`config.mk`:
```
export PLATFORM = sky130hd
export DESIGN_NAME = serial_cmd_sine_table_generator_flat
export DESIGN_NICKNAME = d
export VERILOG_FILES = /design/src/rtl/sctg_pkg.sv /design/src/rtl/sctg_ifs.sv /design/src/rtl/serial_cmd_sine_table_generator.sv /design/src/flat_wrapper.sv
export SDC_FILE = /design/constraint.sdc
export NUM_CORES = 1
export LEC_CHECK = 0
export BUFFER_PORTS_ARGS = -buffer_cell sky130_fd_sc_hd__buf_4
export CAP_MARGIN = 20
export CORE_MARGIN = 2
export CORE_UTILIZATION = 60
export CTS_CLUSTER_DIAMETER = 50
export DETAILED_ROUTE_END_ITERATION = 8
export PLACE_DENSITY = 0.9
export SYNTH_ARGS = -nofsm -noshare
export SYNTH_HDL_FRONTEND = slang
export SYNTH_SLANG_ARGS = --single-unit
```
`constraint.sdc`:
```
create_clock -name clk -period 10.75 [get_ports clk]
set_clock_uncertainty 0.2 [all_clocks]
set_input_delay 2.15 -clock clk [delete_from_list [all_inputs] [get_ports clk]]
set_output_delay 2.15 -clock clk [all_outputs]
set_load 0.05 [all_outputs]
```
`src/rtl/sctg_pkg.sv`:
```
// ============================================================================
// sctg_pkg
// Shared types and constants of the serial command sine table generator:
// command characters, command kinds, field limits and the half-sine table.
// ============================================================================
package sctg_pkg;

    localparam int TABLE_DEPTH_DEF = 32;
    localparam int ROM_SIZE        = 32;
    localparam int LIMIT_W         = 14;
    localparam int VALUE_W         = 12;
    localparam int CHAR_W          = 8;
    localparam int SAMPLE_W        = 10;
    localparam int CNT_W           = 3;
    localparam int NUM_W           = 14;

    localparam logic [LIMIT_W-1:0] LIMIT_RESET = 14'd4095;
    localparam logic [LIMIT_W-1:0] FIELD_MAX   = 14'd4095;

    localparam logic [CHAR_W-1:0] CHAR_SET   = 8'h64;
    localparam logic [CHAR_W-1:0] CHAR_ADC   = 8'h61;
    localparam logic [CHAR_W-1:0] CHAR_START = 8'h73;
    localparam logic [CHAR_W-1:0] CHAR_STOP  = 8'h74;
    localparam logic [CHAR_W-1:0] CHAR_ZERO  = 8'h30;
    localparam logic [CHAR_W-1:0] CHAR_NINE  = 8'h39;

    localparam logic [CNT_W-1:0] CNT_LAST = 3'd4;

    typedef enum logic [2:0]
    {
        KIND_NONE  = 3'd0,
        KIND_SET   = 3'd1,
        KIND_ADC   = 3'd2,
        KIND_START = 3'd3,
        KIND_STOP  = 3'd4
    } cmd_kind_t;

    localparam logic [SAMPLE_W-1:0] SINE_ROM [ROM_SIZE] = '{
        10'd81,  10'd162, 10'd241, 10'd318, 10'd392, 10'd462, 10'd527, 10'd588,
        10'd642, 10'd691, 10'd733, 10'd768, 10'd795, 10'd815, 10'd827, 10'd831,
        10'd827, 10'd815, 10'd795, 10'd768, 10'd733, 10'd691, 10'd642, 10'd588,
        10'd527, 10'd462, 10'd392, 10'd318, 10'd241, 10'd162, 10'd81,  10'd0
    };

endpackage

```
`src/rtl/sctg_ifs.sv`:
```
// ============================================================================
// sctg channel interfaces
// Valid/ready channels for received characters and for result items.
// ============================================================================
interface sctg_char_if;
    logic       valid;
    logic       ready;
    logic       char_valid;
    logic [7:0] rx_char;

    modport source (output valid, output char_valid, output rx_char, input ready);
    modport sink   (input valid, input char_valid, input rx_char, output ready);
endinterface

interface sctg_result_if;
    logic        valid;
    logic        ready;
    logic        echo_valid;
    logic [7:0]  echo_char;
    logic [2:0]  cmd_kind;
    logic [11:0] set_value;
    logic        value_clamped;
    logic        dac_write;
    logic [7:0]  dac_high;
    logic [7:0]  dac_low;
    logic        generating;

    modport source
    (
        output valid, output echo_valid, output echo_char, output cmd_kind,
        output set_value, output value_clamped, output dac_write,
        output dac_high, output dac_low, output generating, input ready
    );
    modport sink
    (
        input valid, input echo_valid, input echo_char, input cmd_kind,
        input set_value, input value_clamped, input dac_write,
        input dac_high, input dac_low, input generating, output ready
    );
endinterface

```
`src/rtl/serial_cmd_sine_table_generator.sv`:
```
// ============================================================================
// serial_cmd_sine_table_generator
// Serial command decoder with a half-sine table generator for a DAC.
//
// char_chan takes one item per tick: an optional received character. Each
// item yields exactly one result item on result_chan: the echo, the decoded
// command kind, the held set value with its clamp flag, and while generating
// the next half-sine table sample as high and low DAC bytes.
// Commands: 'd' plus four decimal characters sets the value (saturated at
// the smaller of value_limit and 4095), 'a' is a no-op request, 's' starts
// and 't' stops generation. Any other first character clears the buffer.
// The result register loads at the edge that accepts the item. Throughput is
// one item per cycle; char_chan.ready stays high while the result register is
// empty or being taken this cycle. When the receiver stalls, the result holds
// and char_chan stalls with it. Reset clears the buffer, the held value, the
// table position and the mode, and sets value_limit to 4095. cfg_we writes
// value_limit; the user must do so while idle; the block does not enforce it.
// ============================================================================
module serial_cmd_sine_table_generator
#(
    parameter int TABLE_DEPTH = sctg_pkg::TABLE_DEPTH_DEF
)
(
    input  logic                             clk,
    input  logic                             rst_n,
    sctg_char_if.sink                        char_chan,
    sctg_result_if.source                    result_chan,
    input  logic                             cfg_we,
    input  logic [sctg_pkg::LIMIT_W-1:0]     cfg_wdata
);

    localparam int POS_W = (TABLE_DEPTH > 1) ? $clog2(TABLE_DEPTH) : 1;
    localparam logic [POS_W-1:0] POS_LAST = POS_W'(TABLE_DEPTH - 1);

    logic [sctg_pkg::LIMIT_W-1:0]  limit_reg;
    logic                          gen_reg, gen_next;
    logic [POS_W-1:0]              pos_reg, pos_next;
    logic [sctg_pkg::CNT_W-1:0]    cnt_reg, cnt_next;
    logic [sctg_pkg::CHAR_W-1:0]   dig_reg [3];
    logic [sctg_pkg::VALUE_W-1:0]  held_reg, held_next;

    logic                          out_valid_reg;
    logic                          echo_valid_reg;
    logic [sctg_pkg::CHAR_W-1:0]   echo_char_reg;
    sctg_pkg::cmd_kind_t           kind_reg, kind_next;
    logic                          clamp_reg, clamp_next;
    logic                          dac_write_reg;
    logic [sctg_pkg::SAMPLE_W-1:0] sample_reg, sample_next;

    logic                          in_fire;
    logic                          dig_we;
    logic [1:0]                    dig_idx;
    logic [sctg_pkg::CHAR_W-1:0]   parse_chars [4];
    logic [sctg_pkg::NUM_W-1:0]    acc;
    logic                          run;
    logic [sctg_pkg::CHAR_W-1:0]   pc;
    logic [sctg_pkg::VALUE_W-1:0]  lim;
    logic [8:0]                    pos_ext;

    assign in_fire         = char_chan.valid && char_chan.ready;
    assign char_chan.ready = !out_valid_reg || result_chan.ready;

    assign parse_chars[0] = dig_reg[0];
    assign parse_chars[1] = dig_reg[1];
    assign parse_chars[2] = dig_reg[2];
    assign parse_chars[3] = char_chan.rx_char;

    always_comb
    begin
        acc = '0;
        run = 1'b1;
        pc  = '0;
        for (int k = 0; k < 4; k++)
        begin
            pc = parse_chars[k];
            if (run && pc >= sctg_pkg::CHAR_ZERO && pc <= sctg_pkg::CHAR_NINE)
            begin
                acc = sctg_pkg::NUM_W'((acc << 3) + (acc << 1) + {10'b0, pc[3:0]});
            end
            else
            begin
                run = 1'b0;
            end
        end
    end

    assign lim = (limit_reg > sctg_pkg::FIELD_MAX) ? sctg_pkg::FIELD_MAX[11:0]
                                                   : limit_reg[11:0];
    assign dig_idx = 2'(cnt_reg - 3'd1);

    always_comb
    begin
        kind_next  = sctg_pkg::KIND_NONE;
        clamp_next = 1'b0;
        cnt_next   = cnt_reg;
        held_next  = held_reg;
        dig_we     = 1'b0;
        if (char_chan.char_valid)
        begin
            if (cnt_reg == '0)
            begin
                unique case (char_chan.rx_char)
                    sctg_pkg::CHAR_SET:   cnt_next  = 3'd1;
                    sctg_pkg::CHAR_ADC:   kind_next = sctg_pkg::KIND_ADC;
                    sctg_pkg::CHAR_START: kind_next = sctg_pkg::KIND_START;
                    sctg_pkg::CHAR_STOP:  kind_next = sctg_pkg::KIND_STOP;
                    default:              kind_next = sctg_pkg::KIND_NONE;
                endcase
            end
            else if (cnt_reg == sctg_pkg::CNT_LAST)
            begin
                kind_next = sctg_pkg::KIND_SET;
                cnt_next  = '0;
                if (acc > {2'b0, lim})
                begin
                    held_next  = lim;
                    clamp_next = 1'b1;
                end
                else
                begin
                    held_next = acc[11:0];
                end
            end
            else
            begin
                dig_we   = 1'b1;
                cnt_next = 3'(cnt_reg + 3'd1);
            end
        end
    end

    assign pos_ext     = 9'(pos_reg);
    assign sample_next = (pos_ext < 9'(sctg_pkg::ROM_SIZE)) ? sctg_pkg::SINE_ROM[pos_ext[4:0]]
                                                             : '0;

    always_comb
    begin
        gen_next = gen_reg;
        pos_next = pos_reg;
        if (!gen_reg)
        begin
            gen_next = (kind_next == sctg_pkg::KIND_START);
        end
        else
        begin
            pos_next = (pos_reg == POS_LAST) ? '0 : POS_W'(pos_reg + 1'b1);
            gen_next = (kind_next != sctg_pkg::KIND_STOP);
        end
    end

    always_ff @(posedge clk or negedge rst_n)
    begin
        if (!rst_n)
        begin
            limit_reg     <= sctg_pkg::LIMIT_RESET;
            gen_reg       <= 1'b0;
            pos_reg       <= '0;
            cnt_reg       <= '0;
            held_reg      <= '0;
            out_valid_reg <= 1'b0;
        end
        else
        begin
            if (cfg_we)
            begin
                limit_reg <= cfg_wdata;
            end
            if (in_fire)
            begin
                gen_reg       <= gen_next;
                pos_reg       <= pos_next;
                cnt_reg       <= cnt_next;
                held_reg      <= held_next;
                out_valid_reg <= 1'b1;
            end
            else if (result_chan.ready)
            begin
                out_valid_reg <= 1'b0;
            end
        end
    end

    always_ff @(posedge clk)
    begin
        if (in_fire)
        begin
            if (dig_we)
            begin
                dig_reg[dig_idx] <= char_chan.rx_char;
            end
            echo_valid_reg <= char_chan.char_valid;
            echo_char_reg  <= char_chan.char_valid ? char_chan.rx_char : '0;
            kind_reg       <= kind_next;
            clamp_reg      <= clamp_next;
            dac_write_reg  <= gen_reg;
            sample_reg     <= gen_reg ? sample_next : '0;
        end
    end

    assign result_chan.valid         = out_valid_reg;
    assign result_chan.echo_valid    = echo_valid_reg;
    assign result_chan.echo_char     = echo_char_reg;
    assign result_chan.cmd_kind      = kind_reg;
    assign result_chan.set_value     = held_reg;
    assign result_chan.value_clamped = clamp_reg;
    assign result_chan.dac_write     = dac_write_reg;
    assign result_chan.dac_high      = {6'b0, sample_reg[9:8]};
    assign result_chan.dac_low       = sample_reg[7:0];
    assign result_chan.generating    = gen_reg;

endmodule

```
`src/flat_wrapper.sv`:
```
// flat-port wrapper written by rule: the top's interface ports become plain ports
module serial_cmd_sine_table_generator_flat 
#(
    parameter int TABLE_DEPTH = sctg_pkg::TABLE_DEPTH_DEF
)
  (clk, rst_n, cfg_we, cfg_wdata, char_chan_valid, char_chan_char_valid, char_chan_rx_char, char_chan_ready, result_chan_valid, result_chan_echo_valid, result_chan_echo_char, result_chan_cmd_kind, result_chan_set_value, result_chan_value_clamped, result_chan_dac_write, result_chan_dac_high, result_chan_dac_low, result_chan_generating, result_chan_ready);
  sctg_char_if char_chan_i ();
  sctg_result_if result_chan_i ();
  input  logic clk;
  input  logic rst_n;
  input  logic cfg_we;
  input  logic [sctg_pkg::LIMIT_W-1:0] cfg_wdata;
  input wire logic [$bits(char_chan_i.valid)-1:0] char_chan_valid;
  input wire logic [$bits(char_chan_i.char_valid)-1:0] char_chan_char_valid;
  input wire logic [$bits(char_chan_i.rx_char)-1:0] char_chan_rx_char;
  output wire logic [$bits(char_chan_i.ready)-1:0] char_chan_ready;
  output wire logic [$bits(result_chan_i.valid)-1:0] result_chan_valid;
  output wire logic [$bits(result_chan_i.echo_valid)-1:0] result_chan_echo_valid;
  output wire logic [$bits(result_chan_i.echo_char)-1:0] result_chan_echo_char;
  output wire logic [$bits(result_chan_i.cmd_kind)-1:0] result_chan_cmd_kind;
  output wire logic [$bits(result_chan_i.set_value)-1:0] result_chan_set_value;
  output wire logic [$bits(result_chan_i.value_clamped)-1:0] result_chan_value_clamped;
  output wire logic [$bits(result_chan_i.dac_write)-1:0] result_chan_dac_write;
  output wire logic [$bits(result_chan_i.dac_high)-1:0] result_chan_dac_high;
  output wire logic [$bits(result_chan_i.dac_low)-1:0] result_chan_dac_low;
  output wire logic [$bits(result_chan_i.generating)-1:0] result_chan_generating;
  input wire logic [$bits(result_chan_i.ready)-1:0] result_chan_ready;
  assign char_chan_i.valid = char_chan_valid;
  assign char_chan_i.char_valid = char_chan_char_valid;
  assign char_chan_i.rx_char = char_chan_rx_char;
  assign char_chan_ready = char_chan_i.ready;
  assign result_chan_valid = result_chan_i.valid;
  assign result_chan_echo_valid = result_chan_i.echo_valid;
  assign result_chan_echo_char = result_chan_i.echo_char;
  assign result_chan_cmd_kind = result_chan_i.cmd_kind;
  assign result_chan_set_value = result_chan_i.set_value;
  assign result_chan_value_clamped = result_chan_i.value_clamped;
  assign result_chan_dac_write = result_chan_i.dac_write;
  assign result_chan_dac_high = result_chan_i.dac_high;
  assign result_chan_dac_low = result_chan_i.dac_low;
  assign result_chan_generating = result_chan_i.generating;
  assign result_chan_i.ready = result_chan_ready;
  serial_cmd_sine_table_generator #(.TABLE_DEPTH(TABLE_DEPTH)) u_core (.clk(clk), .rst_n(rst_n), .char_chan(char_chan_i), .result_chan(result_chan_i), .cfg_we(cfg_we), .cfg_wdata(cfg_wdata));
endmodule
```
==> out/results.ini <==
[worst_setup_path]
end_kind=flip-flop
crit_buf_inv=0
cp.required_ps=10840
cpMaxStageDelayCell=o211ai_2
start_kind=flip-flop
critPathKind=flip-flop to flip-flop
critPathTopFamily=compound AO/OA/AOI/OAI gates
cpMostUsedCell=ha_1
critPathMaxStageDelay_ps=690
cp_data_arrival_time_ps=8450
path_max_fanout=23

[job]
cap_violations=0

[sta]
worst_slew_pin_slew_ps=891
setup_ws_ps=2390
period_minus_slack_ps=8360
rsz0062_at_grt=false
finalSetupTns_ps=0
max_slew_margin_pct=40.6
fmax_mhz=120
setup_viol=0
drv_slew=0
hold_violations=0
finalCritPeriodShare_pct=77.7

[cts]
cts-resized-gates=0
clock-sinks=84
cts_setup_buffers=0
clock_latency_ps=370
cts-root-buf=clkbuf_8
clk_path_buf_depth=2
cts_tree=yes
postCtsHoldBufs=0
path_clk_slew_ps=90
numCtsBuffers=9
htreeDepth=3

[floorplanning]
core_um2=9770
io_pins=73
num_rows=36
die_w_um=104
die_height_um=104
initial_core_util_pct=61.9
die_area_um2=10900

[finish]
fin_cells=816
final_core_util_pct=70.1
drive_above_1_share_pct=20.2
layout_commonest_cell=ha_1
largest_reg_flops=24
antenna_cells=0
areaGrowthSynthToFinish_pct=13.2
final_cell_mix=ha_1 (69), buf_4 (67), nand2_1 (63)
final_nets=780
n_fill_cell=674

[place]
hpwlAfterDp_um=10300
place_inst=797
gp_congestion=0.898
io_buffer_count=66
pre_cts_ws_ps=2520

[global_route]
grt_usage_pct=26.6
grt.overflow.total=0
antenna_found_initial=0
grt_pass1_wl_um=23500
grt_max_degree=37
grt_pass1_vias=4977

[pwr]
total_leakage_power_nw=3.01
peakVddDrop_mv=0.0926
p_total_mw=0.807
power_per_cell_area_nw_per_um2=118

[routing]
antenna_left=0
avgViaCountPerCell=6.06
via_count=4941
drt-pass1-iter-count=7
wirelength_um=14000
drt_iter0_markers=262
drc=0
wire_per_inst_um=17.2

[yosys]
syn_inst=617
ys_warn_count=0
async_reset_ff_share_pct=42.9
synthTopCellsByArea=edfxtp_1 (24%), ha_1 (14%), dfrtp_1 (9.9%), dfstp_2 (5.2%), nand2_1 (3.9%)
netlist.top_cell.by_area=edfxtp_1
synth_edf_count=48
synth_area_um2=6050
synth_top_area_share_pct=23.8
synthDistinctLibCells=66
synth_ff_type=edfxtp_1
seq_area_frac_synth_pct=38.9
syn_avg_cell_area_um2=9.81
ys_ff_latch=84

[status]
status=complete, no violations

[worst_hold_path]
hp-class=flip-flop to flip-flop

-- cells in the mapped netlist, types with 7 or more instances --
library cell  instances
nor2_1               57
clkbuf_1             15
a21oi_1              32
o21ai_0              41
dfstp_2              12
mux2_2               20
dfrtp_1              24
or3_1                10
nand3_1              18
a211oi_1             12
nor2b_1              13
ha_1                 69
xnor2_1              16
nand2_1              63
nor3_1               18
nand2b_1              7
and2_1               11
edfxtp_1             48
inv_1                22
-- per-layer routing --
layer	global-route usage (%)	up-vias	wire, µm
li1	-	2337	-
met1	32.5	2372	5830
met2	46.2	188	7160
met3	4.07	44	665
met4	12.6	0	396
met5	0	-	0
-- final timing paths --
path                                                              start                                            to  slack (ps)  cells after the start
max reg2reg                              u_core.dig_reg[0][2]$_DFFE_PP_   u_core.result_chan.set_value[0]$_DFFE_PN0P_        2390                     30
min in group asynchronous                                         rst_n  u_core.result_chan.set_value[10]$_DFFE_PN0P_        1540                      1
max in group asynchronous                                         rst_n               u_core.limit_reg[4]$_DFFE_PN1P_        8450                      1
max                                      u_core.dig_reg[0][2]$_DFFE_PP_   u_core.result_chan.set_value[0]$_DFFE_PN0P_        2390                     30
min reg2reg                u_core.result_chan.set_value[10]$_DFFE_PN0P_  u_core.result_chan.set_value[10]$_DFFE_PN0P_         290                      2
min                        u_core.result_chan.set_value[10]$_DFFE_PN0P_  u_core.result_chan.set_value[10]$_DFFE_PN0P_         290                      2
-- worst min-delay path, stage by stage (launching register included) --
cell,delay [ps]
dfrtp_1,350
nand2_1,60
o31ai_2,50
-- area by class of cell --
| type | count | area, µm² | area share [%] |
|---|---|---|---|
| tap | 133 | 166 | 2.43 |
| clock inverter | 7 | 100 | 1.46 |
| timing repair buffer | 70 | 520 | 7.60 |
| clock buffer | 9 | 124 | 1.81 |
| sequential | 84 | 2360 | 34.4 |
| multi-input combinational | 489 | 3490 | 51.0 |
| inverter | 24 | 90.1 | 1.31 |
-- metrics by stage --
stage | hold WS (ps) | instance area [µm²]
6_report | 292 | 6850
5_1_grt | 320 | 6850
4_1_cts | 299 | 6830
3_5_place_dp | 280 | 6610
3_3_place_gp | 271 | 6610
2_1_floorplan | 272 | 6070
-- logic make-up after synthesis --
kind of cell,Yosys count,synth area share [%]
AOI/OAI and AO/OA,133,14.2
xor gates and xnor gates,21,3.51
adders and majority gates,74,15.9
muxes,28,5.08
buffers and inverters,49,3.68
DFF,84,38.9
and+or+nand+nor,227,18.6
other,1,0.0619
-- power by group --
part           leakage (nW)  switching (mW)  internal [mW]
Combinational          2.01           0.104         0.0572
Sequential            0.895          0.0220          0.371
Clock                 0.107           0.121          0.132
Power figures use the tool's default switching activity.
